===== src/tts_pkg.sv =====
package tts_pkg;

    // Table size and counter width
    localparam int NUM_TASKS  = 8;
    localparam int COUNT_BITS = 16;
    localparam int TASK_BITS  = $clog2(NUM_TASKS);
    // Compare key must hold the shortest-job limit as well as any counter
    localparam int KEY_BITS   = (COUNT_BITS > 17) ? COUNT_BITS : 17;

    localparam int IDX_BITS   = 6;
    localparam int PRIO_BITS  = 16;
    localparam int FIELD_BITS = 16;

    localparam logic [KEY_BITS-1:0] SJF_LIMIT = KEY_BITS'(100000);
    localparam logic [15:0]         LFSR_TAPS = 16'hB400;

    // Configuration register indexes
    localparam int CFG_IDX_BITS  = 1;
    localparam int CFG_DATA_BITS = 16;
    localparam logic [CFG_IDX_BITS-1:0] REG_SCHED_MODE  = 1'b0;
    localparam logic [CFG_IDX_BITS-1:0] REG_REFILL_SEED = 1'b1;

    // Scheduling modes and item kinds
    localparam logic MODE_SJF  = 1'b0;
    localparam logic KIND_LOAD = 1'b1;

    typedef struct packed {
        logic                   kind;
        logic [IDX_BITS-1:0]    task_index;
        logic [PRIO_BITS-1:0]   task_priority;
        logic [FIELD_BITS-1:0]  task_counter;
        logic                   task_runnable;
    } t_in_beat;

    typedef struct packed {
        logic [IDX_BITS-1:0]    running_task;
        logic                   switched;
        logic                   refilled;
        logic                   none_ready;
        logic [FIELD_BITS-1:0]  running_counter;
    } t_out_beat;

    // Static part of a task entry
    typedef struct packed {
        logic [PRIO_BITS-1:0]   prio;
        logic                   rdy;
    } t_attr;

    // Galois LFSR step, zero state forced to one first
    function automatic logic [15:0] lfsr_next(input logic [15:0] cur);
        logic [15:0] v;
        v = (cur == 16'd0) ? 16'd1 : cur;
        if (v[0]) begin
            lfsr_next = (v >> 1) ^ LFSR_TAPS;
        end else begin
            lfsr_next = v >> 1;
        end
    endfunction

endpackage


===== src/tts_in_if.sv =====
interface tts_in_if import tts_pkg::*; ();
    logic     valid;
    logic     ready;
    t_in_beat data;

    modport source (output valid, output data, input ready);
    modport sink   (input valid, input data, output ready);
endinterface


===== src/tts_out_if.sv =====
interface tts_out_if import tts_pkg::*; ();
    logic      valid;
    logic      ready;
    t_out_beat data;

    modport source (output valid, output data, input ready);
    modport sink   (input valid, input data, output ready);
endinterface


===== src/tick_task_scheduler_top.sv =====
// Tick driven task scheduler, shortest job first or highest priority first.
// Input channel i_in carries one beat per item: a timer tick or a load of one
// task entry. Output channel o_out returns exactly one beat per item with the
// running task, its counter and the switched / refilled / none_ready flags.
// Configuration is a plain write port (i_cfg_we, i_cfg_idx, i_cfg_data):
// index 0 selects the rule, index 1 loads the refill LFSR seed.
// A load or a tick that only decrements goes from accept straight to S_DONE.
// A tick that schedules walks the task table in memories with one write port
// and one registered read port, one entry per cycle: one pass, or two when
// all counters get refilled (the refill pass rescans as it writes). One item
// is in work at a time; the next is accepted once the previous result sits
// in the output register, even if not yet taken.
// When o_out stalls the result is held and a finished item waits for the
// output register to free up. Synchronous reset brings idle (task 0) in as
// the running task, all counters and priorities to zero, all tasks runnable
// and the LFSR to 1; table entries not yet written read as those values.
module tick_task_scheduler_top import tts_pkg::*; (
    input  logic                     i_clk,
    input  logic                     i_rst_n,
    tts_in_if.sink                   i_in,
    tts_out_if.source                o_out,
    input  logic                     i_cfg_we,
    input  logic [CFG_IDX_BITS-1:0]  i_cfg_idx,
    input  logic [CFG_DATA_BITS-1:0] i_cfg_data
);

    typedef enum logic [1:0] {S_IDLE, S_SCAN, S_REFILL, S_DONE} t_state;

    localparam logic [TASK_BITS-1:0] FIRST_TASK = TASK_BITS'(1);
    localparam logic [TASK_BITS-1:0] LAST_TASK  = TASK_BITS'(NUM_TASKS - 1);

    t_state r_state;

    // Task table: counters and attributes in two memories
    logic [COUNT_BITS-1:0] cnt_mem  [NUM_TASKS];
    t_attr                 attr_mem [NUM_TASKS];
    logic [NUM_TASKS-1:0]  r_cnt_vld;
    logic [NUM_TASKS-1:0]  r_attr_vld;

    logic [COUNT_BITS-1:0] r_rd_cnt;
    t_attr                 r_rd_attr;
    logic                  r_rd_cnt_vld;
    logic                  r_rd_attr_vld;
    logic [TASK_BITS-1:0]  r_rd_idx;
    logic                  r_rd_on;

    logic [TASK_BITS-1:0]  r_iss_idx;
    logic                  r_iss_on;

    logic                  r_mode;
    logic [15:0]           r_lfsr;
    logic [TASK_BITS-1:0]  r_cur;
    logic [COUNT_BITS-1:0] r_cur_cnt;

    logic [KEY_BITS-1:0]   r_best;
    logic [TASK_BITS-1:0]  r_pick;
    logic [COUNT_BITS-1:0] r_pick_cnt;

    t_out_beat             r_res;
    t_out_beat             r_out;
    logic                  r_out_vld;

    // Write port
    logic                  cnt_we;
    logic                  attr_we;
    logic [TASK_BITS-1:0]  wr_addr;
    logic [COUNT_BITS-1:0] cnt_wd;

    logic                  in_fire;
    logic                  ld_ok;
    logic [TASK_BITS-1:0]  ld_addr;
    logic [COUNT_BITS-1:0] ld_cnt;
    logic [COUNT_BITS-1:0] n_dec;
    logic [15:0]           n_lfsr;
    logic [COUNT_BITS-1:0] refill_val;
    t_attr                 eval_attr;
    logic [COUNT_BITS-1:0] eval_cnt;
    logic                  cand;
    logic [TASK_BITS-1:0]  pick_fin;
    logic [COUNT_BITS-1:0] pick_cnt_fin;
    logic                  scan_end;
    logic [KEY_BITS-1:0]   best_init;

    assign i_in.ready  = (r_state == S_IDLE);
    assign in_fire     = i_in.valid && i_in.ready;
    assign o_out.valid = r_out_vld;
    assign o_out.data  = r_out;

    // Decode a load beat
    assign ld_ok   = (i_in.data.kind == KIND_LOAD) && (i_in.data.task_index != '0)
                     && (32'(i_in.data.task_index) < NUM_TASKS);
    assign ld_addr = TASK_BITS'(i_in.data.task_index);
    assign ld_cnt  = COUNT_BITS'(i_in.data.task_counter);

    // Saturating decrement of the running counter
    assign n_dec = (r_cur_cnt != '0) ? r_cur_cnt - COUNT_BITS'(1) : '0;

    // Evaluate the entry that came back from memory
    assign n_lfsr     = lfsr_next(r_lfsr);
    assign eval_attr  = r_rd_attr_vld ? r_rd_attr : t_attr'{prio: '0, rdy: 1'b1};
    assign refill_val = (r_mode == MODE_SJF) ? COUNT_BITS'(n_lfsr)
                                             : COUNT_BITS'(eval_attr.prio);
    assign eval_cnt   = (r_state == S_REFILL) ? refill_val
                      : (r_rd_cnt_vld ? r_rd_cnt : '0);
    assign best_init  = (r_mode == MODE_SJF) ? SJF_LIMIT : '0;

    always_comb begin
        cand = 1'b0;
        if (r_rd_on && eval_attr.rdy && (eval_cnt != '0)) begin
            if (r_mode == MODE_SJF) begin
                cand = KEY_BITS'(eval_cnt) < r_best;
            end else begin
                cand = KEY_BITS'(eval_attr.prio) > r_best;
            end
        end
    end

    assign pick_fin     = cand ? r_rd_idx : r_pick;
    assign pick_cnt_fin = cand ? eval_cnt : r_pick_cnt;
    assign scan_end     = r_rd_on && (r_rd_idx == LAST_TASK);

    // Select the single write into the table
    always_comb begin
        cnt_we  = 1'b0;
        attr_we = 1'b0;
        wr_addr = r_cur;
        cnt_wd  = n_dec;
        if (in_fire && ld_ok) begin
            cnt_we  = 1'b1;
            attr_we = 1'b1;
            wr_addr = ld_addr;
            cnt_wd  = ld_cnt;
        end else if (in_fire && (i_in.data.kind != KIND_LOAD) && (r_cur != '0)) begin
            cnt_we  = 1'b1;
        end else if ((r_state == S_REFILL) && r_rd_on) begin
            cnt_we  = 1'b1;
            wr_addr = r_rd_idx;
            cnt_wd  = refill_val;
        end
    end

    // Table memories with registered read
    always_ff @(posedge i_clk) begin
        if (cnt_we) begin
            cnt_mem[wr_addr] <= cnt_wd;
        end
        if (attr_we) begin
            attr_mem[wr_addr] <= '{prio: i_in.data.task_priority,
                                   rdy: i_in.data.task_runnable};
        end
        r_rd_cnt  <= cnt_mem[r_iss_idx];
        r_rd_attr <= attr_mem[r_iss_idx];
    end

    // Sequencer, valid bits and registered outputs
    always_ff @(posedge i_clk) begin
        if (!i_rst_n) begin
            r_state       <= S_IDLE;
            r_cnt_vld     <= '0;
            r_attr_vld    <= '0;
            r_rd_cnt_vld  <= 1'b0;
            r_rd_attr_vld <= 1'b0;
            r_rd_on       <= 1'b0;
            r_iss_on      <= 1'b0;
            r_iss_idx     <= FIRST_TASK;
            r_mode        <= MODE_SJF;
            r_lfsr        <= 16'd1;
            r_cur         <= '0;
            r_cur_cnt     <= '0;
            r_out_vld     <= 1'b0;
        end else begin
            r_rd_cnt_vld  <= r_cnt_vld[r_iss_idx];
            r_rd_attr_vld <= r_attr_vld[r_iss_idx];
            r_rd_idx      <= r_iss_idx;
            r_rd_on       <= r_iss_on && ((r_state == S_SCAN) || (r_state == S_REFILL));

            if (cnt_we) begin
                r_cnt_vld[wr_addr] <= 1'b1;
            end
            if (attr_we) begin
                r_attr_vld[wr_addr] <= 1'b1;
            end

            // Configuration writes
            if (i_cfg_we) begin
                unique case (i_cfg_idx)
                    REG_SCHED_MODE:  r_mode <= i_cfg_data[0];
                    REG_REFILL_SEED: r_lfsr <= i_cfg_data;
                endcase
            end

            // Load a finished result, drop the output beat once taken
            if ((r_state == S_DONE) && (!r_out_vld || o_out.ready)) begin
                r_out_vld <= 1'b1;
            end else if (r_out_vld && o_out.ready) begin
                r_out_vld <= 1'b0;
            end

            unique case (r_state)
                S_IDLE: begin
                    if (in_fire) begin
                        r_res.switched   <= 1'b0;
                        r_res.refilled   <= 1'b0;
                        r_res.none_ready <= 1'b0;
                        r_res.running_task <= IDX_BITS'(r_cur);
                        if (i_in.data.kind == KIND_LOAD) begin
                            // Load: counter of the running task may change
                            if (ld_ok && (ld_addr == r_cur)) begin
                                r_cur_cnt <= ld_cnt;
                                r_res.running_counter <= FIELD_BITS'(ld_cnt);
                            end else begin
                                r_res.running_counter <= FIELD_BITS'(r_cur_cnt);
                            end
                            r_state <= S_DONE;
                        end else if ((r_cur != '0) && (n_dec != '0)) begin
                            // Tick with time left: keep the task
                            r_cur_cnt <= n_dec;
                            r_res.running_counter <= FIELD_BITS'(n_dec);
                            r_state <= S_DONE;
                        end else begin
                            // Tick that needs a new pick: start the scan
                            r_cur_cnt <= n_dec;
                            r_iss_idx <= FIRST_TASK;
                            r_iss_on  <= 1'b1;
                            r_best    <= best_init;
                            r_pick    <= '0;
                            r_pick_cnt <= '0;
                            r_state   <= S_SCAN;
                        end
                    end
                end
                S_SCAN, S_REFILL: begin
                    // Advance the read pointer
                    if (r_iss_on) begin
                        if (r_iss_idx == LAST_TASK) begin
                            r_iss_on <= 1'b0;
                        end else begin
                            r_iss_idx <= r_iss_idx + TASK_BITS'(1);
                        end
                    end
                    // Step the LFSR once per refilled entry in shortest-job mode
                    if ((r_state == S_REFILL) && r_rd_on && (r_mode == MODE_SJF)) begin
                        r_lfsr <= n_lfsr;
                    end
                    if (cand) begin
                        r_pick     <= r_rd_idx;
                        r_pick_cnt <= eval_cnt;
                        r_best     <= (r_mode == MODE_SJF) ? KEY_BITS'(eval_cnt)
                                                           : KEY_BITS'(eval_attr.prio);
                    end
                    if (scan_end) begin
                        if (pick_fin != '0) begin
                            r_cur     <= pick_fin;
                            r_cur_cnt <= pick_cnt_fin;
                            r_res.running_task    <= IDX_BITS'(pick_fin);
                            r_res.running_counter <= FIELD_BITS'(pick_cnt_fin);
                            r_res.switched        <= (pick_fin != r_cur);
                            r_state <= S_DONE;
                        end else if (r_state == S_SCAN) begin
                            // Nothing qualifies: refill and rescan in one pass
                            r_iss_idx  <= FIRST_TASK;
                            r_iss_on   <= 1'b1;
                            r_best     <= best_init;
                            r_pick     <= '0;
                            r_pick_cnt <= '0;
                            r_res.refilled <= 1'b1;
                            r_state    <= S_REFILL;
                        end else begin
                            r_cur     <= '0;
                            r_cur_cnt <= '0;
                            r_res.running_task    <= '0;
                            r_res.running_counter <= '0;
                            r_res.switched        <= (r_cur != '0);
                            r_res.none_ready      <= 1'b1;
                            r_state <= S_DONE;
                        end
                    end
                end
                S_DONE: begin
                    // Hand the result over once the output register is free
                    if (!r_out_vld || o_out.ready) begin
                        r_out     <= r_res;
                        r_state   <= S_IDLE;
                    end
                end
            endcase
        end
    end

    // An accepted item always leaves the idle state for work
    a_accept_busy: assert property (@(posedge i_clk) disable iff (!i_rst_n)
        in_fire |=> (r_state != S_IDLE))
        else $error("item accepted without entering work");

    // No qualifying task leaves idle running and implies a refill
    a_none_idle: assert property (@(posedge i_clk) disable iff (!i_rst_n)
        (r_out_vld && r_out.none_ready) |-> (r_out.running_task == '0) && r_out.refilled)
        else $error("none_ready result with a running task");

    // Idle always reports a zero counter
    a_idle_zero: assert property (@(posedge i_clk) disable iff (!i_rst_n)
        (r_cur == '0) |-> (r_cur_cnt == '0))
        else $error("idle task with nonzero counter");

    // A result never switches to a task that has no time left
    a_switch_cnt: assert property (@(posedge i_clk) disable iff (!i_rst_n)
        (r_out_vld && r_out.switched && (r_out.running_task != '0))
            |-> (r_out.running_counter != '0) || (COUNT_BITS > FIELD_BITS))
        else $error("switched to a task with zero counter");

endmodule

===== src/flat_wrapper.sv =====
// flat-port wrapper written by rule: the top's interface ports become plain ports
module tick_task_scheduler_top_flat import tts_pkg::*;
  (i_clk, i_rst_n, i_cfg_we, i_cfg_idx, i_cfg_data, i_in_valid, i_in_data, i_in_ready, o_out_valid, o_out_data, o_out_ready);
  tts_in_if i_in_i ();
  tts_out_if o_out_i ();
  input  logic i_clk;
  input  logic i_rst_n;
  input  logic i_cfg_we;
  input  logic [CFG_IDX_BITS-1:0] i_cfg_idx;
  input  logic [CFG_DATA_BITS-1:0] i_cfg_data;
  input wire logic [$bits(i_in_i.valid)-1:0] i_in_valid;
  input wire logic [$bits(i_in_i.data)-1:0] i_in_data;
  output wire logic [$bits(i_in_i.ready)-1:0] i_in_ready;
  output wire logic [$bits(o_out_i.valid)-1:0] o_out_valid;
  output wire logic [$bits(o_out_i.data)-1:0] o_out_data;
  input wire logic [$bits(o_out_i.ready)-1:0] o_out_ready;
  assign i_in_i.valid = i_in_valid;
  assign i_in_i.data = i_in_data;
  assign i_in_ready = i_in_i.ready;
  assign o_out_valid = o_out_i.valid;
  assign o_out_data = o_out_i.data;
  assign o_out_i.ready = o_out_ready;
  tick_task_scheduler_top u_core (.i_clk(i_clk), .i_rst_n(i_rst_n), .i_in(i_in_i), .o_out(o_out_i), .i_cfg_we(i_cfg_we), .i_cfg_idx(i_cfg_idx), .i_cfg_data(i_cfg_data));
endmodule

===== config.mk =====
export PLATFORM = sky130hd
export DESIGN_NAME = tick_task_scheduler_top_flat
export DESIGN_NICKNAME = d
export VERILOG_FILES = /design/src/tts_pkg.sv /design/src/tts_in_if.sv /design/src/tts_out_if.sv /design/src/tick_task_scheduler_top.sv /design/src/flat_wrapper.sv
export SDC_FILE = /design/constraint.sdc
export NUM_CORES = 1
export LEC_CHECK = 0
export BUFFER_PORTS_ARGS = -buffer_cell sky130_fd_sc_hd__buf_2
export CAP_MARGIN = 15
export CELL_PAD_IN_SITES_DETAIL_PLACEMENT = 1
export CELL_PAD_IN_SITES_GLOBAL_PLACEMENT = 2
export CORE_MARGIN = 2
export CORE_UTILIZATION = 47
export CTS_CLUSTER_SIZE = 10
export DETAILED_ROUTE_END_ITERATION = 8
export GPL_TIMING_DRIVEN = 0
export HOLD_SLACK_MARGIN = 0.12
export MAX_ROUTING_LAYER = met4
export PLACE_DENSITY_LB_ADDON = 0.1
export SYNTH_ARGS = -nofsm -noshare
export SYNTH_HDL_FRONTEND = slang
export SYNTH_SLANG_ARGS = --single-unit

===== constraint.sdc =====
create_clock -name i_clk -period 9.2 [get_ports i_clk]
set_clock_uncertainty 0.15 [all_clocks]
set_input_delay 0 -clock i_clk [delete_from_list [all_inputs] [get_ports i_clk]]
set_output_delay 0 -clock i_clk [all_outputs]
set_load 0.01 [all_outputs]

Yosys cells after proc, flatten, opt, wreduce, memory -nomap -nowiden

Memories as Yosys holds them, arrays and structs flattened. A register that Yosys moved wholly into a read port is not among the register bits.
Cells that the tools add are included.

Input bits: 62
Memories: 2
Output and inout port bits: 27
Bits in writable memories: 264
Logic and storage cells: 210
Bits in registers: 151

Memories:

| name            | words | width | read ports | clocked after Yosys merged registers in | write ports | line                          | RTL |
|---|---|---|---|---|---|---|---|
| u_core.attr_mem | 8     | 17    | 1          | 1                                       | 1           | tick_task_scheduler_top.sv:36 | `t_attr attr_mem [NUM_TASKS];` |
| u_core.cnt_mem  | 8     | 16    | 1          | 1                                       | 1           | tick_task_scheduler_top.sv:35 | `logic [COUNT_BITS-1:0] cnt_mem [NUM_TASKS];` |

Mux-type cells: 107
Equality and inequality tests: 18
Magnitude comparators: 6
Bitwise gates (word level): 6
Add/sub/neg operators: 2
Reduce and logical (&&, ||, !) cells: 42

Operator list:

| operator                                            | number |
|---|---|
| two-way mux 16 bit                                  | 30 |
| two-way mux 17 bit                                  | 10 |
| one-hot mux 16 bit (2 select lines)                 | 2 |
| two-way mux 3 bit                                   | 20 |
| two-way mux 25 bit                                  | 2 |
| one-hot mux 25 bit (2 select lines)                 | 1 |
| nonzero test 16 bit                                 | 3 |
| one-hot mux 17 bit (2 select lines)                 | 1 |
| two-way mux 1 bit                                   | 25 |
| AND reduction 6 bit                                 | 3 |
| > comparator 16 x 17 -> 1 bit                       | 1 |
| logical AND 1 bit                                   | 17 |
| < comparator 16 x 17 -> 1 bit                       | 1 |
| zero test 16 bit                                    | 1 |
| bitwise OR 8 bit                                    | 2 |
| subtractor 16 x 1 -> 16 bit (second input constant) | 1 |
| two-way mux 2 bit                                   | 7 |
| two-way mux 7 bit                                   | 2 |
| inequality test 2 bit (second input constant)       | 6 |
| one-hot mux 3 bit (2 select lines)                  | 2 |
| AND reduction 5 bit                                 | 2 |
| AND reduction 3 bit                                 | 3 |
| < comparator 3 x 4 -> 1 bit (second input constant) | 2 |
| AND reduction 4 bit                                 | 2 |
| 25 further kinds                                    | 35 |

Longest topological paths before layout

Word-level depth: 14
Gate-level depth with buffers: 20
Mapped depth without buffers: 16

Worst setup path before layout

Ideal clock, no wire load.

Path type: reg-to-reg
Start: register u_core.r_state[0]
End: register u_core.r_res[0] in the netlist's numbering (enable)
Required time: 8.660 ns
Path slack: 4.100 ns
Cell stages (with the launch flop): 20
Arrival time: 4.560 ns
Cells stage by stage: dfxtp_1 > inv_1 > ha_1 > clkbuf_1 > clkbuf_1 > nor2b_1 > clkbuf_1 > a22o_1 > ha_1 > a21oi_1 > o21ai_0 > a2111oi_0 > o211ai_1 > o211ai_2 > o41ai_4 > mux2_4 > o21ba_2 > buf_6 > buf_4 > nor2b_1

Longest elaborated chain between the ends: 9
Elaborated cells on any way between the ends: 19

RTL lines:

| item                                                                        | line                                                           | RTL |
|---|---|---|
| start, declared                                                             | tick_task_scheduler_top.sv:32                                  | `t_state r_state;` |
| start signal, assigned                                                      | tick_task_scheduler_top.sv:158                                 | `r_state <= S_IDLE;` |
| start signal, assigned                                                      | tick_task_scheduler_top.sv:214                                 | `r_state <= S_DONE;` |
| start signal, assigned                                                      | tick_task_scheduler_top.sv:219                                 | `r_state <= S_DONE;` |
| equality test 2 bit                                                         | tick_task_scheduler_top.sv:103, tick_task_scheduler_top.sv:199 |  |
| two-way mux 16 bit                                                          | tick_task_scheduler_top.sv:103                                 | `assign eval_cnt = (r_state == S_REFILL) ? refill_val` |
| < comparator 16 x 17 -> 1 bit / nonzero test 16 bit (equally long branches) | tick_task_scheduler_top.sv:111, tick_task_scheduler_top.sv:109 |  |
| two-way mux 1 bit / logical AND 1 bit (equally long branches)               | tick_task_scheduler_top.sv:110, tick_task_scheduler_top.sv:109 |  |
| two-way mux 1 bit                                                           | tick_task_scheduler_top.sv:109                                 | `if (r_rd_on && eval_attr.rdy && (eval_cnt != '0)) begin` |
| two-way mux 3 bit                                                           | tick_task_scheduler_top.sv:118                                 | `assign pick_fin = cand ? r_rd_idx : r_pick;` |
| nonzero test 3 bit                                                          | tick_task_scheduler_top.sv:252                                 | `if (pick_fin != '0) begin` |
| inequality test 3 x 2 -> 1 bit (no source line)                             | --                                                             |  |
| AND reduction 6 bit (no source line) (*)                                    | --                                                             |  |
| end, declared                                                               | tick_task_scheduler_top.sv:59                                  | `t_out_beat r_res;` |

Every way passes the cells marked *; elsewhere a longest branch is shown, timed or not.
A chain may end at the register's enable or synchronous reset.

Worst setup path after layout

Start: register u_core.r_state[0]
End: register u_core.r_res[6] in the netlist's numbering (enable)

The elaborated chain is that of the path after synthesis.

==> impl_results.html <==
<table>
<tr><th>Metric</th><th>Value</th></tr>
<tr><th colspan="2">Timing</th></tr>
<tr><td>Sum Neg Setup Slack</td><td>0 ns</td></tr>
<tr><td>Max Clock Freq</td><td>160 MHz</td></tr>
<tr><td>Final count of hold timing violations</td><td>0</td></tr>
<tr><td>Ratio of final minimum period to clock period</td><td>67.9%</td></tr>
<tr><td>Crit path setup slack, layout</td><td>2.96 ns</td></tr>
<tr><td>Final Slew Violations</td><td>0</td></tr>
<tr><td>Unrepaired setup endpoints after global routing</td><td>false</td></tr>
<tr><td>Actual slew at the worst max-slew pin</td><td>1.12 ns</td></tr>
<tr><td>Slew Limit Headroom</td><td>24.7%</td></tr>
<tr><td>Count of final setup violators</td><td>0</td></tr>
<tr><td>Final worst path period need</td><td>6.24 ns</td></tr>
<tr><th colspan="2">Hold path</th></tr>
<tr><td>HP Class</td><td>input pin to flop</td></tr>
<tr><th colspan="2">Cells and area</th></tr>
<tr><td>Layout cells sized above 1</td><td>18.6%</td></tr>
<tr><td>Commonest non-fill, non-tap cell in the layout</td><td>sky130_fd_sc_hd__edfxtp_1</td></tr>
<tr><td>Area taken by multi-input logic gates</td><td>6730 µm²</td></tr>
<tr><td>Commonest non-fill, non-tap cells in the layout</td><td>347 x sky130_fd_sc_hd__edfxtp_1, 120 x sky130_fd_sc_hd__nor2_1, 106 x sky130_fd_sc_hd__nand2_1</td></tr>
<tr><td>Number of fill cells</td><td>4001</td></tr>
<tr><td>Area growth, synth to finish</td><td>20.9%</td></tr>
<tr><td>Fin nets</td><td>1821</td></tr>
<tr><td>Final Instance Count excl. Fillers</td><td>2297</td></tr>
<tr><td>Register area</td><td>12300 µm²</td></tr>
<tr><td>Post-layout utilization of the core</td><td>57.7%</td></tr>
<tr><th colspan="2">Yosys</th></tr>
<tr><td>Main flop type after synthesis</td><td>sky130_fd_sc_hd__edfxtp_1</td></tr>
<tr><td>Yosys reg bits</td><td>442</td></tr>
<tr><td>Yosys warning total</td><td>0</td></tr>
<tr><td>Netlist cell types</td><td>67</td></tr>
<tr><td>Mapped Cells</td><td>1447</td></tr>
<tr><td>Number of enable-type register cells in the synthesized netlist</td><td>347</td></tr>
<tr><td>Average size of a mapped cell</td><td>13.5 µm²</td></tr>
<tr><td>Share of the yosys chip area belonging to registers</td><td>63.1%</td></tr>
<tr><td>Share of synthesized flip-flops with an asynchronous set or reset</td><td>0%</td></tr>
<tr><td>Netlist area before placement</td><td>19500 µm²</td></tr>
<tr><th colspan="2">Floorplan</th></tr>
<tr><td>Io pins</td><td>89</td></tr>
<tr><td>Effective utilization at floorplan</td><td>47.7%</td></tr>
<tr><td>Floorplan row count</td><td>74</td></tr>
<tr><td>Die H</td><td>208 µm</td></tr>
<tr><td>Die Wd</td><td>208 µm</td></tr>
<tr><td>Core footprint</td><td>40900 µm²</td></tr>
<tr><td>Die Outline Area</td><td>43200 µm²</td></tr>
<tr><th colspan="2">Clocking</th></tr>
<tr><td>Clock tree from TritonCTS</td><td>built</td></tr>
<tr><td>Clk slew on worst S/H paths</td><td>0.06 ns</td></tr>
<tr><td>Clk_lat worst skew</td><td>0.61 ns</td></tr>
<tr><td>Sinks on Clock Net</td><td>442</td></tr>
<tr><td>Number of CTS-inserted buffers</td><td>52</td></tr>
<tr><td>Number of H-tree levels</td><td>2</td></tr>
<tr><td>Cell at the root of the clock tree</td><td>sky130_fd_sc_hd__clkbuf_16</td></tr>
<tr><td>Post-CTS setup repair buffer count</td><td>0</td></tr>
<tr><td>Deepest clock path buffer count</td><td>3</td></tr>
<tr><th colspan="2">Detailed routing</th></tr>
<tr><td>DRC</td><td>0</td></tr>
<tr><td>Number of nets with antenna violations after detailed routing</td><td>0</td></tr>
<tr><td>WL final</td><td>60.3 mm</td></tr>
<tr><td>WL per Instance</td><td>26.3 µm</td></tr>
<tr><td>Post-detailed-route via-to-cell ratio</td><td>5.88</td></tr>
<tr><td>Detailed Routing Iterations Pass 1</td><td>5</td></tr>
<tr><td>First DRT Iteration DRCs</td><td>983</td></tr>
<tr><td>Vias after detailed routing</td><td>13500</td></tr>
<tr><th colspan="2">Job</th></tr>
<tr><td>Max capacitance violation total</td><td>0</td></tr>
<tr><th colspan="2">GRT</th></tr>
<tr><td>First-pass GRT wire length</td><td>90.1 mm</td></tr>
<tr><td>Largest net degree at the start of global routing</td><td>25</td></tr>
<tr><td>Met3 routing resource usage after global routing</td><td>4.11%</td></tr>
<tr><td>Global routing usage on met2</td><td>46.0%</td></tr>
<tr><td>Global-route met1 utilization</td><td>38.4%</td></tr>
<tr><td>Initial antenna violation count</td><td>2</td></tr>
<tr><td>Total routing resource utilization after global routing</td><td>28.9%</td></tr>
<tr><td>Total congestion overflow after global routing</td><td>0</td></tr>
<tr><td>Vias in the first global route</td><td>13900</td></tr>
<tr><td>Global route hottest layer</td><td>met2</td></tr>
<tr><th colspan="2">Setup path</th></tr>
<tr><td>Crit-path cells</td><td>inv_1, ha_1, clkbuf_1, clkbuf_1, nor2b_1, clkbuf_1, a22oi_1, inv_1, ha_1, nand4_1, nor2_1, a2111oi_0, o211ai_1, o211ai_2, o41ai_4, mux2_4, o21ba_2, buf_6, buf_4, nor2b_1, buf_4</td></tr>
<tr><td>Capturing element type of the critical path</td><td>flop</td></tr>
<tr><td>Type of the setup path with the least slack</td><td>flop to flop</td></tr>
<tr><td>Slowest cell on the critical path</td><td>sky130_fd_sc_hd__a22oi_1</td></tr>
<tr><td>Kind of launch point of the worst setup path</td><td>flop</td></tr>
<tr><td>Maximum fanout encountered on the critical timing path</td><td>13</td></tr>
<tr><td>Data required time at the worst endpoint</td><td>9.36 ns</td></tr>
<tr><td>Buffers and inverters on the worst path</td><td>8</td></tr>
<tr><td>Critical path data arrival time</td><td>6.40 ns</td></tr>
<tr><td>Cell family with most CP delay</td><td>buffers and inverters</td></tr>
<tr><td>Stage delay of the slowest cell on the critical path</td><td>0.50 ns</td></tr>
<tr><td>Top cell by count, worst path</td><td>sky130_fd_sc_hd__clkbuf_1</td></tr>
<tr><th colspan="2">Power</th></tr>
<tr><td>Cell area power density</td><td>298 nW/µm²</td></tr>
<tr><td>Worst IR Drop VDD</td><td>197 µV</td></tr>
<tr><td>Static power due to leakage</td><td>8.50 nW</td></tr>
<tr><th colspan="2">Placement</th></tr>
<tr><td>Post-detail-place hpwl</td><td>43.8 mm</td></tr>
<tr><td>Placer congestion estimate</td><td>0.906</td></tr>
<tr><td>Cell total after placement</td><td>2102</td></tr>
<tr><td>Port Buf Inserts</td><td>83</td></tr>
<tr><td>Post-Place Worst Slack</td><td>3.10 ns</td></tr>
<tr><th colspan="2">Status</th></tr>
<tr><td>Outcome</td><td>completed</td></tr>
</table>
==> cell usage after synthesis, types with 9 or more instances <==
master,n,area [µm²]
sky130_fd_sc_hd__o211ai_1,12,90.1
sky130_fd_sc_hd__xor2_1,14,123
sky130_fd_sc_hd__buf_1,13,48.8
sky130_fd_sc_hd__nor4_1,9,56.3
sky130_fd_sc_hd__edfxtp_1,347,10400
sky130_fd_sc_hd__a21oi_1,71,355
sky130_fd_sc_hd__inv_1,47,176
sky130_fd_sc_hd__o21ai_0,48,240
sky130_fd_sc_hd__mux2_2,38,428
sky130_fd_sc_hd__a31oi_1,23,144
sky130_fd_sc_hd__nand2_1,106,398
sky130_fd_sc_hd__clkbuf_1,57,214
sky130_fd_sc_hd__nor2_1,133,499
sky130_fd_sc_hd__ha_1,37,463
sky130_fd_sc_hd__mux4_2,70,1580
sky130_fd_sc_hd__nor3_1,37,185
sky130_fd_sc_hd__nand3_1,42,210
sky130_fd_sc_hd__buf_2,20,100
sky130_fd_sc_hd__nand4_1,15,93.8
sky130_fd_sc_hd__and2_1,13,81.3
sky130_fd_sc_hd__a22o_1,24,210
sky130_fd_sc_hd__mux2i_1,45,450
sky130_fd_sc_hd__a211oi_1,25,188
sky130_fd_sc_hd__a21o_1,12,90.1
sky130_fd_sc_hd__dfxtp_1,95,1900
==> per-stage QoR <==
| step | hold slack, ns | instance area [µm²] | total power [W] |
|---|---|---|---|
| after global placement | 0.114 | 20700 | 0.00497 |
| final | 0.150 | 23600 | 0.00704 |
| after global routing | 0.152 | 23600 | 0.00735 |
| after CTS | 0.124 | 23600 | 0.00702 |
| after detailed placement | 0.123 | 21000 | 0.00506 |
| after floorplan | -0.0511 | 19600 | 0.00420 |
==> path summary, 6_finish.rpt <==
| path | slack [ns] | cells after the start | start | to |
|---|---|---|---|---|
| min | 0.15 | 4 | i_cfg_data[9] | u_core.r_lfsr[9] |
| max | 2.96 | 21 | u_core.r_state[0] | u_core.r_res[6] |
| min reg2reg | 0.27 | 0 | u_core.r_res[6] | u_core.o_out.data[6] |
| max reg2reg | 2.96 | 21 | u_core.r_state[0] | u_core.r_res[6] |
==> state kept, by name (all words and copies together) (netlist names), 8 cells and up <==
register           flops
u_core.attr_mem      136
u_core.cnt_mem       128
u_core.o_out.data     22
u_core.r_attr_vld      8
u_core.r_best         17
u_core.r_cnt_vld       8
u_core.r_cur_cnt      16
u_core.r_lfsr         16
u_core.r_pick_cnt     16
u_core.r_rd_attr      17
u_core.r_rd_cnt       16
u_core.r_res          22
==> worst min-delay path: stages <==
cell and delay (ns):
sky130_fd_sc_hd__dlygate4sd3_1 0.53, sky130_fd_sc_hd__buf_2 0.12, sky130_fd_sc_hd__mux2i_1 0.12, sky130_fd_sc_hd__a211oi_1 0.09
==> where the power goes <==
part           internal [W]  switching, W  total [W]  leakage [nW]
registers           0.00272      0.000136    0.00286          3.96
logic              0.000707       0.00154    0.00225          3.80
clock network       0.00112      0.000809    0.00193         0.752
total               0.00455       0.00249    0.00704          8.50
==> cell type report <==
class | instances | share of cell area (%)
Inverter | 50 | 0.795
Multi-Input combinational cell | 879 | 28.5
Timing Repair Buffer | 202 | 7.21
Buffer | 95 | 1.71
Antenna cell | 2 | 0.0212
Tap cell | 532 | 2.82
Clock buffer | 89 | 6.28
Sequential cell | 442 | 52.2
Clock inverter | 6 | 0.414
==> what timing repair did <==
| item | in CTS | in global routing |
|---|---|---|
| hold buffers | 96 | 0 |
| resized for setup | 0 | 0 |
| endpoints found under the hold margin | 347 | 0 |
==> metal layers <==
metal / up-vias / wire length [µm]
met1: 6910 / 26000
li1: 6061 / -
met5: - / 0
met4: 0 / 2100
met3: 103 / 3270
met2: 441 / 29000
==> cells by family (layout without fill, tap and decap cells) <==
logic type | Yosys count | in the layout | synth area share [%]
buf+inv | 145 | 442 | 3.03
other cells | 1 | 22 | 0.0192
fa+ha+maj | 37 | 37 | 2.37
simple gates | 395 | 395 | 9.26
compound gates | 258 | 258 | 8.90
flops | 442 | 442 | 63.1
xor+xnor | 15 | 15 | 0.673
mux | 154 | 154 | 12.6
Note: power is estimated with default switching activity, not from simulation.
